## src/wdvr_pkg.sv

```systemverilog
// Package with the item types and constants of the wet/dry velocity recovery core.
`timescale 1ns / 1ps

package wdvr_pkg;

   localparam int unsigned DATA_WIDTH = 32;
   localparam int unsigned THR_WIDTH = 31;
   localparam int unsigned DIV_STEPS = 32;
   localparam int unsigned CSR_INDEX_WIDTH = 2;

   localparam logic [CSR_INDEX_WIDTH-1:0] CSR_DRY_DEPTH_THRESHOLD = 2'd0;
   localparam logic [CSR_INDEX_WIDTH-1:0] CSR_STILL_VELOCITY_THRESHOLD = 2'd1;

   localparam logic [THR_WIDTH-1:0] THRESHOLD_RESET = 31'd17;

   localparam logic [DATA_WIDTH-1:0] SAT_POS = 32'h7FFF_FFFF;
   localparam logic [DATA_WIDTH-1:0] SAT_NEG = 32'h8000_0000;

   typedef struct packed {
      logic [DATA_WIDTH-1:0] rem;
      logic [DATA_WIDTH-1:0] lo;
      logic [DATA_WIDTH-1:0] quo;
      logic [DATA_WIDTH-1:0] mom;
      logic                  neg;
      logic                  over;
   } lane_type;

   typedef struct packed {
      lane_type              lane_x;
      lane_type              lane_y;
      logic [THR_WIDTH-1:0]  divisor;
      logic [DATA_WIDTH-1:0] depth;
      logic                  dry;
   } item_type;

endpackage

```

## src/wdvr_back.sv

```systemverilog
// Exit stage: quotient saturation, still-water check and the result register.
`timescale 1ns / 1ps

module wdvr_back (
   input  logic                                   clock,
   input  logic                                   reset,
   input  logic                                   in_valid,
   output logic                                   in_ready,
   input  wdvr_pkg::item_type                     in_item,
   input  logic [wdvr_pkg::THR_WIDTH-1:0]         still_threshold,
   output logic                                   rsp_valid,
   input  logic                                   rsp_ready,
   output logic signed [wdvr_pkg::DATA_WIDTH-1:0] rsp_depth_out,
   output logic signed [wdvr_pkg::DATA_WIDTH-1:0] rsp_momentum_x_out,
   output logic signed [wdvr_pkg::DATA_WIDTH-1:0] rsp_momentum_y_out,
   output logic signed [wdvr_pkg::DATA_WIDTH-1:0] rsp_velocity_x,
   output logic signed [wdvr_pkg::DATA_WIDTH-1:0] rsp_velocity_y,
   output logic                                   rsp_cell_dry,
   output logic                                   rsp_quotient_saturated
);
   import wdvr_pkg::*;

   typedef struct packed {
      logic [DATA_WIDTH-1:0] vel;
      logic [DATA_WIDTH-1:0] mom;
      logic                  sat;
   } lane_result_type;

   logic                  valid_ff, valid_in;
   logic [DATA_WIDTH-1:0] depth_ff, depth_in;
   logic [DATA_WIDTH-1:0] mom_x_ff, mom_x_in;
   logic [DATA_WIDTH-1:0] mom_y_ff, mom_y_in;
   logic [DATA_WIDTH-1:0] vel_x_ff, vel_x_in;
   logic [DATA_WIDTH-1:0] vel_y_ff, vel_y_in;
   logic                  dry_ff, dry_in;
   logic                  sat_ff, sat_in;
   lane_result_type       res_x, res_y;

   function automatic lane_result_type finish_lane(input lane_type ln,
                                                   input logic [THR_WIDTH-1:0] thr);
      lane_result_type       res;
      logic [DATA_WIDTH-1:0] qs;
      logic                  sat;
      qs = ln.quo;
      sat = 1'b0;
      if (ln.mom == '0) begin
         qs = '0;
      end else if (ln.over) begin
         qs = ln.neg ? SAT_NEG : SAT_POS;
         sat = 1'b1;
      end else if (!ln.neg && ln.quo[DATA_WIDTH-1]) begin
         qs = SAT_POS;
         sat = 1'b1;
      end else if (ln.neg && (ln.quo > SAT_NEG)) begin
         qs = SAT_NEG;
         sat = 1'b1;
      end
      res.sat = sat;
      if (qs < {1'b0, thr}) begin
         res.vel = '0;
         res.mom = '0;
      end else begin
         res.vel = ln.neg ? (~qs + 1'b1) : qs;
         res.mom = ln.mom;
      end
      return res;
   endfunction

   assign in_ready = !valid_ff || rsp_ready;

   always_comb begin
      res_x = finish_lane(in_item.lane_x, still_threshold);
      res_y = finish_lane(in_item.lane_y, still_threshold);
      dry_in = in_item.dry;
      if (in_item.dry) begin
         depth_in = '0;
         mom_x_in = '0;
         mom_y_in = '0;
         vel_x_in = '0;
         vel_y_in = '0;
         sat_in = 1'b0;
      end else begin
         depth_in = in_item.depth;
         mom_x_in = res_x.mom;
         mom_y_in = res_y.mom;
         vel_x_in = res_x.vel;
         vel_y_in = res_y.vel;
         sat_in = res_x.sat || res_y.sat;
      end
   end

   always_comb begin
      valid_in = valid_ff;
      if (in_ready) begin
         valid_in = in_valid;
      end
   end

   always_ff @(posedge clock) begin
      if (reset) begin
         valid_ff <= 1'b0;
      end else begin
         valid_ff <= valid_in;
      end
   end

   always_ff @(posedge clock) begin
      if (in_ready && in_valid) begin
         depth_ff <= depth_in;
         mom_x_ff <= mom_x_in;
         mom_y_ff <= mom_y_in;
         vel_x_ff <= vel_x_in;
         vel_y_ff <= vel_y_in;
         dry_ff <= dry_in;
         sat_ff <= sat_in;
      end
   end

   assign rsp_valid = valid_ff;
   assign rsp_depth_out = $signed(depth_ff);
   assign rsp_momentum_x_out = $signed(mom_x_ff);
   assign rsp_momentum_y_out = $signed(mom_y_ff);
   assign rsp_velocity_x = $signed(vel_x_ff);
   assign rsp_velocity_y = $signed(vel_y_ff);
   assign rsp_cell_dry = dry_ff;
   assign rsp_quotient_saturated = sat_ff;

endmodule

```

## config.mk

```make
export PLATFORM = sky130hd
export DESIGN_NAME = wdvr_back
export DESIGN_NICKNAME = d
export VERILOG_FILES = /design/src/wdvr_pkg.sv /design/src/wdvr_back.sv
export SDC_FILE = /design/constraint.sdc
export NUM_CORES = 1
export LEC_CHECK = 0
export ABC_CLOCK_PERIOD_IN_PS = 5400
export BUFFER_PORTS_ARGS = -buffer_cell sky130_fd_sc_hd__buf_2
export CORE_AREA = 5 5 199 201
export DETAILED_ROUTE_END_ITERATION = 6
export DIE_AREA = 0 0 204 206
export PLACE_DENSITY_LB_ADDON = 0.12
export SYNTH_ARGS = -nofsm -noshare
export SYNTH_HDL_FRONTEND = slang
export SYNTH_SLANG_ARGS = --single-unit
```

## constraint.sdc

```tcl
create_clock -name clock -period 5.4 [get_ports clock]
set_input_delay 0.27 -clock clock [delete_from_list [all_inputs] [get_ports clock]]
set_output_delay 0.27 -clock clock [all_outputs]
set_load 0.005 [all_outputs]
```

# Word-level counts from Yosys, hierarchy flattened
# Index checks and enable logic that the tools add are counted.
# word_totals
inputBits	359
reg_bits	163
# op_classes
mux	20
bitwise_logic	2
magnitude_cmp	4
addsub	2
reduce_logical	14
# op_table
cell	n
two-way mux 32 bit	12
adder 32 x 1 -> 32 bit (second input constant)	2
> comparator 32 bit (second input constant)	2
logical NOT 32 bit	2
less-than comparator 32 x 31 -> 1 bit	2
NOT 32 bit	2
two-way mux 1 bit	8
logical AND 1 bit	5
OR reduction 2 bit	2
logical NOT 1 bit	3
logical OR 1 bit	2

# Logic depth before layout (Yosys ltp)
# Gate-level depths: netlist (run 1).
# logic_depth
ltp_word	9
mapped_depth	19
ltp_nobuf	14

# Worst setup path after synthesis (run 1)
# No wires, ideal clock.
# synth_timing
path_type	flip-flop to flip-flop
startpoint	register valid_ff, in the netlist rsp_valid
endpoint	register dry_ff, in the netlist rsp_cell_dry (enable)
setup_time_ps	542
arrival_ps	4155
synth_period_minus_slack_ps	4697
path_stages_with_launch	3
setup_slack_ps	703
n_path_buf	0
cell_sequence	dfxtp_1 nand2b_1 and2_1
# synth_via
elab_chain_len	3
# synth_rtl
element	line	source
start: declaration	wdvr_back.sv:29	logic valid_ff, valid_in;
start signal: assignment	wdvr_back.sv:103	valid_ff <= valid_in;
logical NOT 1 bit	wdvr_back.sv:69	assign in_ready = !valid_ff || rsp_ready;
logical OR 1 bit	wdvr_back.sv:69	
net in_ready	wdvr_back.sv:8	output logic in_ready,
logical AND 1 bit	wdvr_back.sv:108	if (in_ready && in_valid) begin
end signal: assignment	wdvr_back.sv:114	dry_ff <= dry_in;
end: declaration	wdvr_back.sv:35	logic dry_ff, dry_in;
# The timed path passes the listed nets, and every way through them passes these cells.
# A chain may end at the register's enable or synchronous reset.

# Final worst setup path (run 1)
# layout_timing
startpoint	input port in_item[231] in the netlist's numbering
endpoint	register mom_x_ff[0], in the netlist rsp_momentum_x_out[0] (data pin)
# layout_via
elab_chain_len	8
# layout_rtl
element	line	source
start: declaration	wdvr_back.sv:9	input wdvr_pkg::item_type in_item,
> comparator 32 bit	wdvr_back.sv:54	end else if (ln.neg && (ln.quo > SAT_NEG)) begin
logical AND 1 bit	wdvr_back.sv:54	
two-way mux 32 bit *	wdvr_back.sv:54	
two-way mux 32 bit *	wdvr_back.sv:51	end else if (!ln.neg && ln.quo[DATA_WIDTH-1]) begin
two-way mux 32 bit *	wdvr_back.sv:48	end else if (ln.over) begin
two-way mux 32 bit *	wdvr_back.sv:46	if (ln.mom == '0) begin
less-than comparator 32 x 31 -> 1 bit *	wdvr_back.sv:59	if (qs < {1'b0, thr}) begin
OR reduction 2 bit (no line) *	-	
end signal: assignment	wdvr_back.sv:110	mom_x_ff <= mom_x_in;
end: declaration	wdvr_back.sv:31	logic [DATA_WIDTH-1:0] mom_x_ff, mom_x_in;
# Every way passes the cells marked *; elsewhere a longest branch is shown, timed or not.

==> results of run 1 <==
[sequential cells by signal, summed over array words and instances, names as in the netlist]
signal and cells:
rsp_momentum_y_out 32, rsp_momentum_x_out 32, rsp_velocity_y 32, rsp_valid 1, rsp_velocity_x 32, rsp_cell_dry 1, rsp_depth_out 32, rsp_quotient_saturated 1
[per-stage QoR]
stage | std cells | util [%] | hold slack (ns) | power (W)
final | 1880 | 35.2 | 0.0610 | 0.00367
after CTS | 1880 | 35.2 | 0.0276 | 0.00373
after global routing | 1880 | 35.2 | 0.0535 | 0.00387
after floorplan | 1007 | - | 0.339 | 0.00204
after detailed placement | 1847 | 33.6 | 0.429 | 0.00242
after global placement | 1847 | 33.6 | 0.433 | 0.00242
[layout make-up]
type                            instances  area, um2  area share [%]
Sequential cell                       163       4880            37.1
Multi-Input combinational cell        742       4880            37.0
Timing Repair Buffer                  381       1980            15.0
Tap cell                              511        639            4.85
Clock buffer                           19        443            3.36
Inverter                               51        191            1.45
Clock inverter                         13        161            1.22
[cell usage in the layout, fill, tap and decap left out, drive strengths merged, types with 10 or more instances in the layout]
cell type / synthesis / final
a21oi: 78 / 78
nor3: 27 / 27
edfxtp: 162 / 162
inv: 49 / 56
a31oi: 27 / 27
o21ai: 33 / 33
buf: 21 / 380
clkbuf: 30 / 19
a21o: 15 / 15
nor2b: 67 / 67
nand2: 28 / 28
nand4: 18 / 18
and2: 37 / 37
or4: 10 / 10
nor4: 29 / 29
nand3: 12 / 12
o31ai: 10 / 10
ha: 62 / 62
a211oi: 16 / 16
xor2: 25 / 25
or3: 20 / 20
nor2: 123 / 123
o21a: 14 / 14
xnor2: 27 / 27
[cells by family after synthesis]
logic type	share of synthesized area, %
mux	0.0980
xor+xnor	4.46
fa+ha+maj	7.59
flops	47.8
compound gates	14.7
buf+inv	4.45
simple gates	20.8
[repair_timing]
item	in CTS	in global routing
hold buffers	1	0
gates resized for setup	0	0
endpoints found under the hold margin	1	0
[synth_stat cells, types with 3 or more instances]
library cell  number
nand3b_1           3
o31ai_1            9
or4_1              8
o21a_1            14
a31oi_1           27
or2_2              5
buf_6              5
and2_1            37
a211o_1            4
nor2b_1           67
buf_4              5
o21ai_0           30
a211oi_1          16
edfxtp_1         162
nor2_1           123
nand4_1           18
buf_2              9
a21oi_1           77
o21ai_1            3
nand2_1           28
xor2_1            25
clkbuf_1          29
inv_1             49
nor3_1            22
nand2b_1           4
a31o_2             7
a21o_1            14
o211ai_1           8
nand3_1           12
nor3_2             4
or3_1             18
nor4_1            28
ha_1              62
xnor2_1           27
[metal layers]
metal  global-route usage (%)  up-vias  part of all wire [%]
li1                         -     4429                     -
met1                     25.3     4300                    46
met2                     28.5      393                    44
met3                     6.01       40                   8.9
met4                     4.74        8                   1.5
met5                        0        -                  0.11
[critical path, delay by kind of cell]
family,cells,cell delay [ns]
compound gates,8,1.58
simple gates,4,1.40
buf+inv,4,0.87
fa+ha+maj,1,0.25
[worst min path at each step]
stage	startpoint	to	slack, ns
2_1_floorplan	reset	rsp_valid	0.34
3_3_place_gp	reset	rsp_valid	0.43
3_5_place_dp	reset	rsp_valid	0.43
4_1_cts	in_valid	rsp_valid	0.03
5_1_grt	in_valid	rsp_valid	0.05
6_report	in_valid	rsp_valid	0.06
[power breakdown]
part	switching (W)	total (W)	internal [W]	leakage, nW
Combinational	0.000503	0.000830	0.000327	3.62
Sequential	0.0000249	0.00155	0.00153	1.63
Clock	0.000577	0.00129	0.000710	0.291
==> flow_results.xml, run 1 <==
<?xml version="1.0" encoding="UTF-8"?>
<metrics>
  <group name="placed_design">
    <metric name="preCtsSetupSlack" unit="ns">0.756</metric>
    <metric name="dpl.hpwl" unit="mm">32.4</metric>
    <metric name="dpl_cell_area" unit="um2">12600</metric>
    <metric name="port_buffers" unit="">363</metric>
    <metric name="placer_congestion_estimate" unit="">0.900</metric>
  </group>
  <group name="route">
    <metric name="via_count" unit="">9170</metric>
    <metric name="routed_wire_length_per_instance" unit="um">21.5</metric>
    <metric name="drt.antenna.violating_nets" unit="">0</metric>
    <metric name="routed_wl" unit="mm">40.4</metric>
    <metric name="remaining_drc_errors" unit="">0</metric>
    <metric name="route.detailed.vias_per_inst" unit="">4.88</metric>
    <metric name="drt_pre_antenna_iters" unit="">5</metric>
    <metric name="drt_iter0_markers" unit="">579</metric>
  </group>
  <group name="timing">
    <metric name="maxClockFrequency" unit="MHz">237</metric>
    <metric name="layout_worst_path_cycle_share" unit="%">78.0</metric>
    <metric name="skew" unit="ns">0.00731</metric>
    <metric name="timing_hold_violations_final" unit="">0</metric>
    <metric name="rsz0062_at_grt" unit="">no</metric>
    <metric name="setup-tns-final" unit="ns">0</metric>
    <metric name="timing.max_slew.rel_slack" unit="%">20.4</metric>
    <metric name="setup_ws" unit="ns">1.19</metric>
    <metric name="slew_violations" unit="">0</metric>
    <metric name="worstMarginPinSlew" unit="ns">1.19</metric>
    <metric name="post-route-min-period" unit="ns">4.21</metric>
    <metric name="setup_viol" unit="">0</metric>
  </group>
  <group name="floorplan">
    <metric name="fp.dieArea" unit="um2">42000</metric>
    <metric name="die_width" unit="um">204</metric>
    <metric name="rows" unit="">71</metric>
    <metric name="initial_core_util" unit="%">27.3</metric>
    <metric name="core_area" unit="um2">37400</metric>
    <metric name="vertical_die_dimension" unit="um">206</metric>
    <metric name="ios" unit="">523</metric>
  </group>
  <group name="logic_synthesis">
    <metric name="synth-main-ff-cell" unit="">edfxtp_1</metric>
    <metric name="synth-warning-count" unit="">0</metric>
    <metric name="post_synth_main_area_contributors" unit="">edfxtp_1 48%, ha_1 7.6%, nor2_1 4.5%</metric>
    <metric name="ys_seq_area_share" unit="%">47.8</metric>
    <metric name="area_share_of_the_largest_cell_type_after_synthesis" unit="%">47.6</metric>
    <metric name="synthesis.area" unit="um2">10200</metric>
    <metric name="postSynthRegisterBits" unit="">163</metric>
    <metric name="post_synth_num_cell_types" unit="">70</metric>
    <metric name="synth_top_cell_by_area" unit="">edfxtp_1</metric>
    <metric name="netlist_instances" unit="">1007</metric>
    <metric name="synth-edff-count" unit="">162</metric>
    <metric name="synth_async_reset_ratio" unit="%">0</metric>
    <metric name="avg_synthesized_cell_area" unit="um2">10.1</metric>
    <metric name="synth_fp_nets" unit="">1428</metric>
  </group>
  <group name="worst_setup_path">
    <metric name="timing.rr.end" unit="">rsp_velocity_x[2]</metric>
    <metric name="worstRegToRegCells" unit="">3</metric>
    <metric name="worstSetupStartpointType" unit="">primary input</metric>
    <metric name="crit_path_max_fanout" unit="">50</metric>
    <metric name="r2r_slack" unit="ns">3.66</metric>
    <metric name="critical_path.reg2reg.startpoint" unit="">rsp_valid</metric>
    <metric name="crit_path_cell_trace" unit="">buf_2, nor4_2, or4b_1, nor3_4, a21o_2, buf_4, a31oi_1, inv_1, ha_1, a21o_1, a21oi_1, o211ai_1, a32o_1, o21ai_0, o21a_2, buf_12, nor2b_1</metric>
    <metric name="setup.worst_path.end" unit="">rsp_momentum_x_out[0]</metric>
    <metric name="cp.arrival" unit="ns">4.41</metric>
    <metric name="endpoint_kind" unit="">register</metric>
    <metric name="critical-path-max-stage-delay" unit="ns">0.66</metric>
    <metric name="startpoint_of_the_worst_setup_timing_path" unit="">in_item[231]</metric>
    <metric name="crit_slowest_cell" unit="">or4b_1</metric>
    <metric name="start_to_end_type_of_the_worst_setup_path" unit="">primary input to register</metric>
    <metric name="crit_required" unit="ns">5.59</metric>
  </group>
  <group name="hold_path">
    <metric name="hp-class" unit="">primary input to register</metric>
    <metric name="timing.hold.worst_path_depth" unit="">3</metric>
  </group>
  <group name="clock_network">
    <metric name="clkSinkCount" unit="">163</metric>
    <metric name="cts_buffer_depth" unit="">2</metric>
    <metric name="post_cts_setup_buffers" unit="">0</metric>
    <metric name="cts.root.buffer_cell" unit="">clkbuf_16</metric>
    <metric name="clock_edge_transition_at_the_registers_on_the_reported_setup_and_hold_paths" unit="ns">0.07</metric>
    <metric name="cts-buffers-inserted" unit="">17</metric>
    <metric name="clock_tree.htree_level_count" unit="">4</metric>
    <metric name="clk_latency" unit="ns">0.45</metric>
    <metric name="tritoncts_clock_tree" unit="">yes</metric>
  </group>
  <group name="global_route">
    <metric name="first_global_vias" unit="">9163</metric>
    <metric name="grt_antenna_before_repair" unit="">6</metric>
    <metric name="global_route.overflow_total" unit="">0</metric>
    <metric name="grt_first_pass_wirelength" unit="mm">58.3</metric>
    <metric name="global_route.usage.total" unit="%">18.5</metric>
    <metric name="grt_start_max_net_pins" unit="">163</metric>
  </group>
  <group name="outcome">
    <metric name="status" unit="">completed</metric>
  </group>
  <group name="finish">
    <metric name="n_antenna_cell" unit="">0</metric>
    <metric name="filler_cell_count" unit="">3934</metric>
    <metric name="syn_to_final_growth" unit="%">29.1</metric>
    <metric name="fin_area" unit="um2">13200</metric>
    <metric name="ratio_of_cells_with_drive_above_1_in_the_final_layout" unit="%">32.4</metric>
    <metric name="final_net_count" unit="">1777</metric>
  </group>
  <group name="power_and_ir_drop">
    <metric name="p_leak" unit="nW">5.54</metric>
    <metric name="pwr_density_cell" unit="nW/um2">279</metric>
    <metric name="irDropWorstVdd" unit="V">0.000219</metric>
  </group>
  <group name="flow_run">
    <metric name="drv_cap" unit="">0</metric>
  </group>
</metrics>
(Power assumes the default switching activity.)
==> run 2, diff against run 1 <==
- ABC_CLOCK_PERIOD_IN_PS: 5400 -> 3950
- clock period: 5.4 -> 3.95 ns (I/O delays scaled with it)
==> flow_results.xml, run 2 (same netlist as run 1, synthesis figures left out) <==
<?xml version="1.0" encoding="UTF-8"?>
<metrics>
  <group name="placed_design">
    <metric name="dpl_cell_area" unit="um2">13500</metric>
    <metric name="placer_congestion_estimate" unit="">0.915</metric>
    <metric name="preCtsSetupSlack" unit="ns">-0.235</metric>
    <metric name="port_buffers" unit="">363</metric>
    <metric name="dpl.hpwl" unit="mm">33.6</metric>
  </group>
  <group name="timing">
    <metric name="setup_viol" unit="">0</metric>
    <metric name="rsz0062_at_grt" unit="">no</metric>
    <metric name="worstMarginPinSlew" unit="ns">1.14</metric>
    <metric name="timing_hold_violations_final" unit="">0</metric>
    <metric name="skew" unit="ns">0.00956</metric>
    <metric name="setup_ws" unit="ns">0.289</metric>
    <metric name="post-route-min-period" unit="ns">3.66</metric>
    <metric name="maxClockFrequency" unit="MHz">273</metric>
    <metric name="slew_violations" unit="">0</metric>
    <metric name="layout_worst_path_cycle_share" unit="%">92.7</metric>
    <metric name="timing.max_slew.rel_slack" unit="%">23.7</metric>
    <metric name="hold_ws" unit="ns">0.0470</metric>
    <metric name="setup-tns-final" unit="ns">0</metric>
  </group>
  <group name="route">
    <metric name="drt.antenna.violating_nets" unit="">0</metric>
    <metric name="drt_pre_antenna_iters" unit="">5</metric>
    <metric name="via_count" unit="">9548</metric>
    <metric name="routed_wl" unit="mm">41.9</metric>
    <metric name="routed_wire_length_per_instance" unit="um">21.0</metric>
    <metric name="route.detailed.vias_per_inst" unit="">4.79</metric>
    <metric name="remaining_drc_errors" unit="">0</metric>
    <metric name="drt_iter0_markers" unit="">605</metric>
  </group>
  <group name="outcome">
    <metric name="status" unit="">completed</metric>
  </group>
  <group name="clock_network">
    <metric name="cts_buffer_depth" unit="">2</metric>
    <metric name="post_cts_setup_buffers" unit="">0</metric>
    <metric name="cts.root.buffer_cell" unit="">clkbuf_16</metric>
    <metric name="clkSinkCount" unit="">163</metric>
    <metric name="cts-buffers-inserted" unit="">17</metric>
    <metric name="tritoncts_clock_tree" unit="">yes</metric>
    <metric name="clock_edge_transition_at_the_registers_on_the_reported_setup_and_hold_paths" unit="ns">0.07</metric>
    <metric name="clock_tree.htree_level_count" unit="">4</metric>
    <metric name="clk_latency" unit="ns">0.45</metric>
  </group>
  <group name="power_and_ir_drop">
    <metric name="p_total" unit="W">0.00499</metric>
    <metric name="irDropWorstVdd" unit="V">0.000297</metric>
    <metric name="p_leak" unit="nW">6.08</metric>
    <metric name="pwr_density_cell" unit="nW/um2">355</metric>
  </group>
  <group name="finish">
    <metric name="fin_area" unit="um2">14000</metric>
    <metric name="final_cell_mix" unit="">363 x buf_2, 162 x edfxtp_1, 125 x buf_4</metric>
    <metric name="n_antenna_cell" unit="">0</metric>
    <metric name="mostFrequentLayoutCell" unit="">buf_2</metric>
    <metric name="multi_input_comb_area" unit="um2">4900</metric>
    <metric name="combined_flip_flop_and_latch_cell_area" unit="um2">4880</metric>
    <metric name="filler_cell_count" unit="">3874</metric>
    <metric name="syn_to_final_growth" unit="%">37.5</metric>
    <metric name="final_net_count" unit="">1892</metric>
    <metric name="ratio_of_cells_with_drive_above_1_in_the_final_layout" unit="%">37.7</metric>
  </group>
  <group name="floorplan">
    <metric name="core_area" unit="um2">37400</metric>
    <metric name="rows" unit="">71</metric>
    <metric name="initial_core_util" unit="%">27.3</metric>
    <metric name="fp.dieArea" unit="um2">42000</metric>
    <metric name="vertical_die_dimension" unit="um">206</metric>
    <metric name="ios" unit="">523</metric>
    <metric name="die_width" unit="um">204</metric>
  </group>
  <group name="hold_path">
    <metric name="timing.hold.worst_path_depth" unit="">2</metric>
    <metric name="hp-class" unit="">primary input to register</metric>
    <metric name="hp-start" unit="">in_item[75]</metric>
    <metric name="hold-path-endpoint" unit="">rsp_momentum_y_out[9]</metric>
  </group>
  <group name="global_route">
    <metric name="first_global_vias" unit="">9393</metric>
    <metric name="grt_antenna_before_repair" unit="">1</metric>
    <metric name="grt_first_pass_wirelength" unit="mm">59.4</metric>
    <metric name="global_route.usage.total" unit="%">18.9</metric>
    <metric name="grt_start_max_net_pins" unit="">88</metric>
    <metric name="global_route.overflow_total" unit="">0</metric>
  </group>
  <group name="worst_setup_path">
    <metric name="endpoint_kind" unit="">register</metric>
    <metric name="worstRegToRegCells" unit="">3</metric>
    <metric name="critical_path.reg2reg.startpoint" unit="">rsp_valid</metric>
    <metric name="start_to_end_type_of_the_worst_setup_path" unit="">primary input to register</metric>
    <metric name="r2r_slack" unit="ns">2.07</metric>
    <metric name="crit_required" unit="ns">4.14</metric>
    <metric name="timing.rr.end" unit="">rsp_velocity_y[20]</metric>
    <metric name="crit_path_max_fanout" unit="">25</metric>
    <metric name="cp.arrival" unit="ns">3.85</metric>
    <metric name="worstSetupStartpointType" unit="">primary input</metric>
  </group>
  <group name="flow_run">
    <metric name="drv_cap" unit="">0</metric>
  </group>
</metrics>
==> run 2: cell count changes in the layout (fill, tap and decap cells not counted), moves of 2 or more <==
cell       before  now
buf_12          2    5
inv_8           3    1
clkinv_2        0    3
bufinv_16       2    0
buf_4          15  125
==> run 2: layout make-up <==
class	count	share of cell area, %
clock buffer	19	3.08
clock inverter	13	0.722
inverter	51	1.36
multi-input combinational	742	34.9
sequential	163	34.8
tap	511	4.55
timing repair buffer	496	20.6
==> run 2: how the worst max path moves through the flow <==
stage | end | cells after the start | startpoint
2_1_floorplan | rsp_velocity_y[21] | 15 | in_item[82]
3_3_place_gp | rsp_momentum_x_out[0] | 18 | in_item[231]
3_5_place_dp | rsp_velocity_x[30] | 16 | in_item[231]
4_1_cts | rsp_velocity_x[30] | 16 | in_item[231]
5_1_grt | rsp_velocity_x[29] | 16 | in_item[216]
6_report | rsp_velocity_x[9] | 17 | in_item[231]
==> run 2: what timing repair did <==
item,CTS,global route
resized for setup,0,3
setup endpoints to repair,0,50
hold buffers,2,0
endpoints found under the hold margin,1,0
==> run 2: layer usage <==
layer	part of all wire (%)	wire (um)	global-route usage (%)	vias to the layer above
met5	0.017	7	0	-
met4	1.7	695	4.83	2
met2	44	18400	29.0	359
met3	7.2	3020	4.53	34
met1	47	19800	26.9	4504
li1	-	-	-	4649
==> run 2: stage by stage <==
stage	utilization, %	cells
floorplan	-	1007
global placement	36.0	1960
detailed placement	36.0	1960
CTS	37.5	1994
global route	37.6	1995
finish	37.6	1995
==> run 2: where the power goes <==
group	total, W	switching (W)	internal, W	leakage [nW]
Clock	0.00159	0.000772	0.000816	0.257
Combinational	0.00128	0.000725	0.000551	4.20
Sequential	0.00213	0.0000345	0.00209	1.63
==> run 2: worst max-delay path: stages <==
cell       delay [ns]
buf_2            0.11
nor4_2           0.33
or4b_1           0.56
nor3_4           0.22
a21o_2           0.21
buf_4            0.21
a31oi_1          0.17
inv_1            0.13
ha_1             0.24
nand3_1          0.13
nor4_1           0.08
a221oi_1         0.29
o21ai_0          0.13
o21ai_0          0.23
o21a_4           0.28
clkbuf_16        0.25
nor2_1           0.06
==> run 3, diff against run 2 <==
==> constraint.sdc (replaced) <==
create_clock -name clock -period 3.95 [get_ports clock]
set_input_delay 0.395 -clock clock [delete_from_list [all_inputs] [get_ports clock]]
set_output_delay 0.395 -clock clock [all_outputs]
set_load 0.005 [all_outputs]
==> flow_results.xml, run 3 (same netlist as run 1, synthesis figures left out) <==
<?xml version="1.0" encoding="UTF-8"?>
<metrics>
  <group name="route">
    <metric name="remaining_drc_errors" unit="">0</metric>
    <metric name="via_count" unit="">9815</metric>
    <metric name="drt_iter0_markers" unit="">704</metric>
    <metric name="routed_wire_length_per_instance" unit="um">20.3</metric>
    <metric name="route.detailed.vias_per_inst" unit="">4.78</metric>
    <metric name="drt.antenna.violating_nets" unit="">0</metric>
    <metric name="drt_pre_antenna_iters" unit="">5</metric>
    <metric name="routed_wl" unit="mm">41.7</metric>
  </group>
  <group name="power_and_ir_drop">
    <metric name="power.clock.fraction" unit="%">33.3</metric>
    <metric name="power.share.combinational" unit="%">25.9</metric>
    <metric name="cell_internal_pwr" unit="W">0.00366</metric>
    <metric name="p_leak" unit="nW">6.43</metric>
    <metric name="switching_share" unit="%">29.5</metric>
    <metric name="pwr_density_cell" unit="nW/um2">355</metric>
    <metric name="sequential_share_of_power" unit="%">40.9</metric>
    <metric name="irDropWorstVdd" unit="V">0.000263</metric>
    <metric name="net-switching-power" unit="W">0.00153</metric>
  </group>
  <group name="timing">
    <metric name="timing.max_slew.rel_slack" unit="%">36.0</metric>
    <metric name="timing_hold_violations_final" unit="">0</metric>
    <metric name="setup-tns-final" unit="ns">0</metric>
    <metric name="slew_violations" unit="">0</metric>
    <metric name="maxClockFrequency" unit="MHz">270</metric>
    <metric name="post-route-min-period" unit="ns">3.71</metric>
    <metric name="layout_worst_path_cycle_share" unit="%">93.8</metric>
    <metric name="setup_viol" unit="">0</metric>
    <metric name="worstMarginPinSlew" unit="ns">0.955</metric>
    <metric name="skew" unit="ns">0.00834</metric>
    <metric name="rsz0062_at_grt" unit="">no</metric>
  </group>
  <group name="clock_network">
    <metric name="clkSinkCount" unit="">163</metric>
    <metric name="clock_tree.htree_level_count" unit="">4</metric>
    <metric name="clock_edge_transition_at_the_registers_on_the_reported_setup_and_hold_paths" unit="ns">0.07</metric>
    <metric name="cts.root.buffer_cell" unit="">clkbuf_16</metric>
    <metric name="cts_buffer_depth" unit="">2</metric>
    <metric name="clk_latency" unit="ns">0.44</metric>
    <metric name="tritoncts_clock_tree" unit="">yes</metric>
    <metric name="post_cts_hold_buffer_count" unit="">0</metric>
    <metric name="cts-buffers-inserted" unit="">17</metric>
  </group>
  <group name="finish">
    <metric name="fin_util" unit="%">39.2</metric>
    <metric name="n_antenna_cell" unit="">0</metric>
    <metric name="syn_to_final_growth" unit="%">43.4</metric>
    <metric name="final_net_count" unit="">1950</metric>
    <metric name="mostFrequentLayoutCell" unit="">buf_2</metric>
    <metric name="ratio_of_cells_with_drive_above_1_in_the_final_layout" unit="%">40.7</metric>
    <metric name="final_cell_mix" unit="">363 x buf_2, 180 x buf_4, 162 x edfxtp_1</metric>
  </group>
  <group name="flow_run">
    <metric name="drv_cap" unit="">0</metric>
  </group>
  <group name="global_route">
    <metric name="global_route.overflow_total" unit="">0</metric>
    <metric name="grt_antenna_before_repair" unit="">0</metric>
    <metric name="grt_start_max_net_pins" unit="">86</metric>
    <metric name="grt_first_pass_wirelength" unit="mm">59.9</metric>
    <metric name="first_global_vias" unit="">9718</metric>
    <metric name="global_route.usage.total" unit="%">18.8</metric>
  </group>
  <group name="worst_setup_path">
    <metric name="crit_required" unit="ns">4.15</metric>
    <metric name="start_to_end_type_of_the_worst_setup_path" unit="">primary input to register</metric>
    <metric name="cp.arrival" unit="ns">3.91</metric>
    <metric name="endpoint_kind" unit="">register</metric>
    <metric name="worstSetupStartpointType" unit="">primary input</metric>
    <metric name="crit_path_max_fanout" unit="">16</metric>
  </group>
  <group name="floorplan">
    <metric name="ios" unit="">523</metric>
    <metric name="die_width" unit="um">204</metric>
    <metric name="fp.dieArea" unit="um2">42000</metric>
    <metric name="core_area" unit="um2">37400</metric>
    <metric name="vertical_die_dimension" unit="um">206</metric>
    <metric name="rows" unit="">71</metric>
    <metric name="initial_core_util" unit="%">27.3</metric>
  </group>
  <group name="placed_design">
    <metric name="placer_congestion_estimate" unit="">0.945</metric>
    <metric name="port_buffers" unit="">363</metric>
    <metric name="dpl.hpwl" unit="mm">33.3</metric>
  </group>
  <group name="outcome">
    <metric name="status" unit="">completed</metric>
  </group>
  <group name="hold_path">
    <metric name="hp-class" unit="">primary input to register</metric>
  </group>
</metrics>
[run 3: timing repair]
action	4_1_cts	5_1_grt
pin swaps	0	3
cloned	0	1
setup buffers	0	1
endpoints found under the setup margin	1	114
gates resized for setup	2	15
[run 3: final cells by class]
cell class | instances | area (um2)
clock buffers | 20 | 447
clock inverters | 12 | 148
fillers | 3836 | 22700
inverters | 51 | 191
multi-input cells | 742 | 4960
flip-flops and latches | 163 | 4880
well taps | 511 | 639
repair buffers | 554 | 3380
[run 3: path summary, 6_finish.rpt]
kind,start,endpoint,slack (ns),depth (start not counted)
setup / recovery,in_item[231],rsp_velocity_x[29],0.24,17
hold / removal,reset,rsp_valid,0.13,2
setup reg to reg,rsp_valid,rsp_velocity_x[29],2.05,3
hold reg to reg,rsp_valid,rsp_valid,0.55,2
[run 3: metrics by stage]
stage / power [W] / instance area, um2 / setup WS (ns) / hold slack [ns] / instances
floorplan: 0.00278 / 10200 / 0.0221 / 0.464 / 1007
global placement: 0.00349 / 13900 / -0.586 / 0.543 / 2019
detailed placement: 0.00349 / 13900 / -0.520 / 0.545 / 2019
CTS: 0.00525 / 14500 / 0.120 / 0.109 / 2051
global route: 0.00548 / 14700 / 0.0185 / 0.105 / 2053
finish: 0.00520 / 14700 / 0.244 / 0.133 / 2053
[run 3: worst max-delay path, stage by stage]
cell and delay, ns:
buf_2 0.12, nor4_4 0.31, or4b_4 0.53, nor3_4 0.23
a21o_4 0.20, buf_12 0.15, a31o_2 0.21, ha_1 0.25
a21o_1 0.16, a21oi_1 0.14, o21ai_0 0.13, a32o_1 0.28
o21ai_0 0.19, o21a_4 0.25, buf_12 0.15, a211oi_2 0.05
buf_4 0.16
[run 3: power by group through the flow]
stage / combinational (W) / sequential, W / clock (W)
finish: 0.00134 / 0.00212 / 0.00173
global route: 0.00148 / 0.00214 / 0.00186
global placement: 0.00133 / 0.00216 / 0
detailed placement: 0.00133 / 0.00216 / 0
floorplan: 0.000591 / 0.00219 / 0
CTS: 0.00134 / 0.00213 / 0.00178
[run 3: layer usage]
layer	GRT usage (%)	vias up	wire length, um
met1	27.5	4593	19600
met4	3.54	0	437
met5	0	-	0
li1	-	4771	-
met3	4.27	26	3270
met2	29.0	425	18400
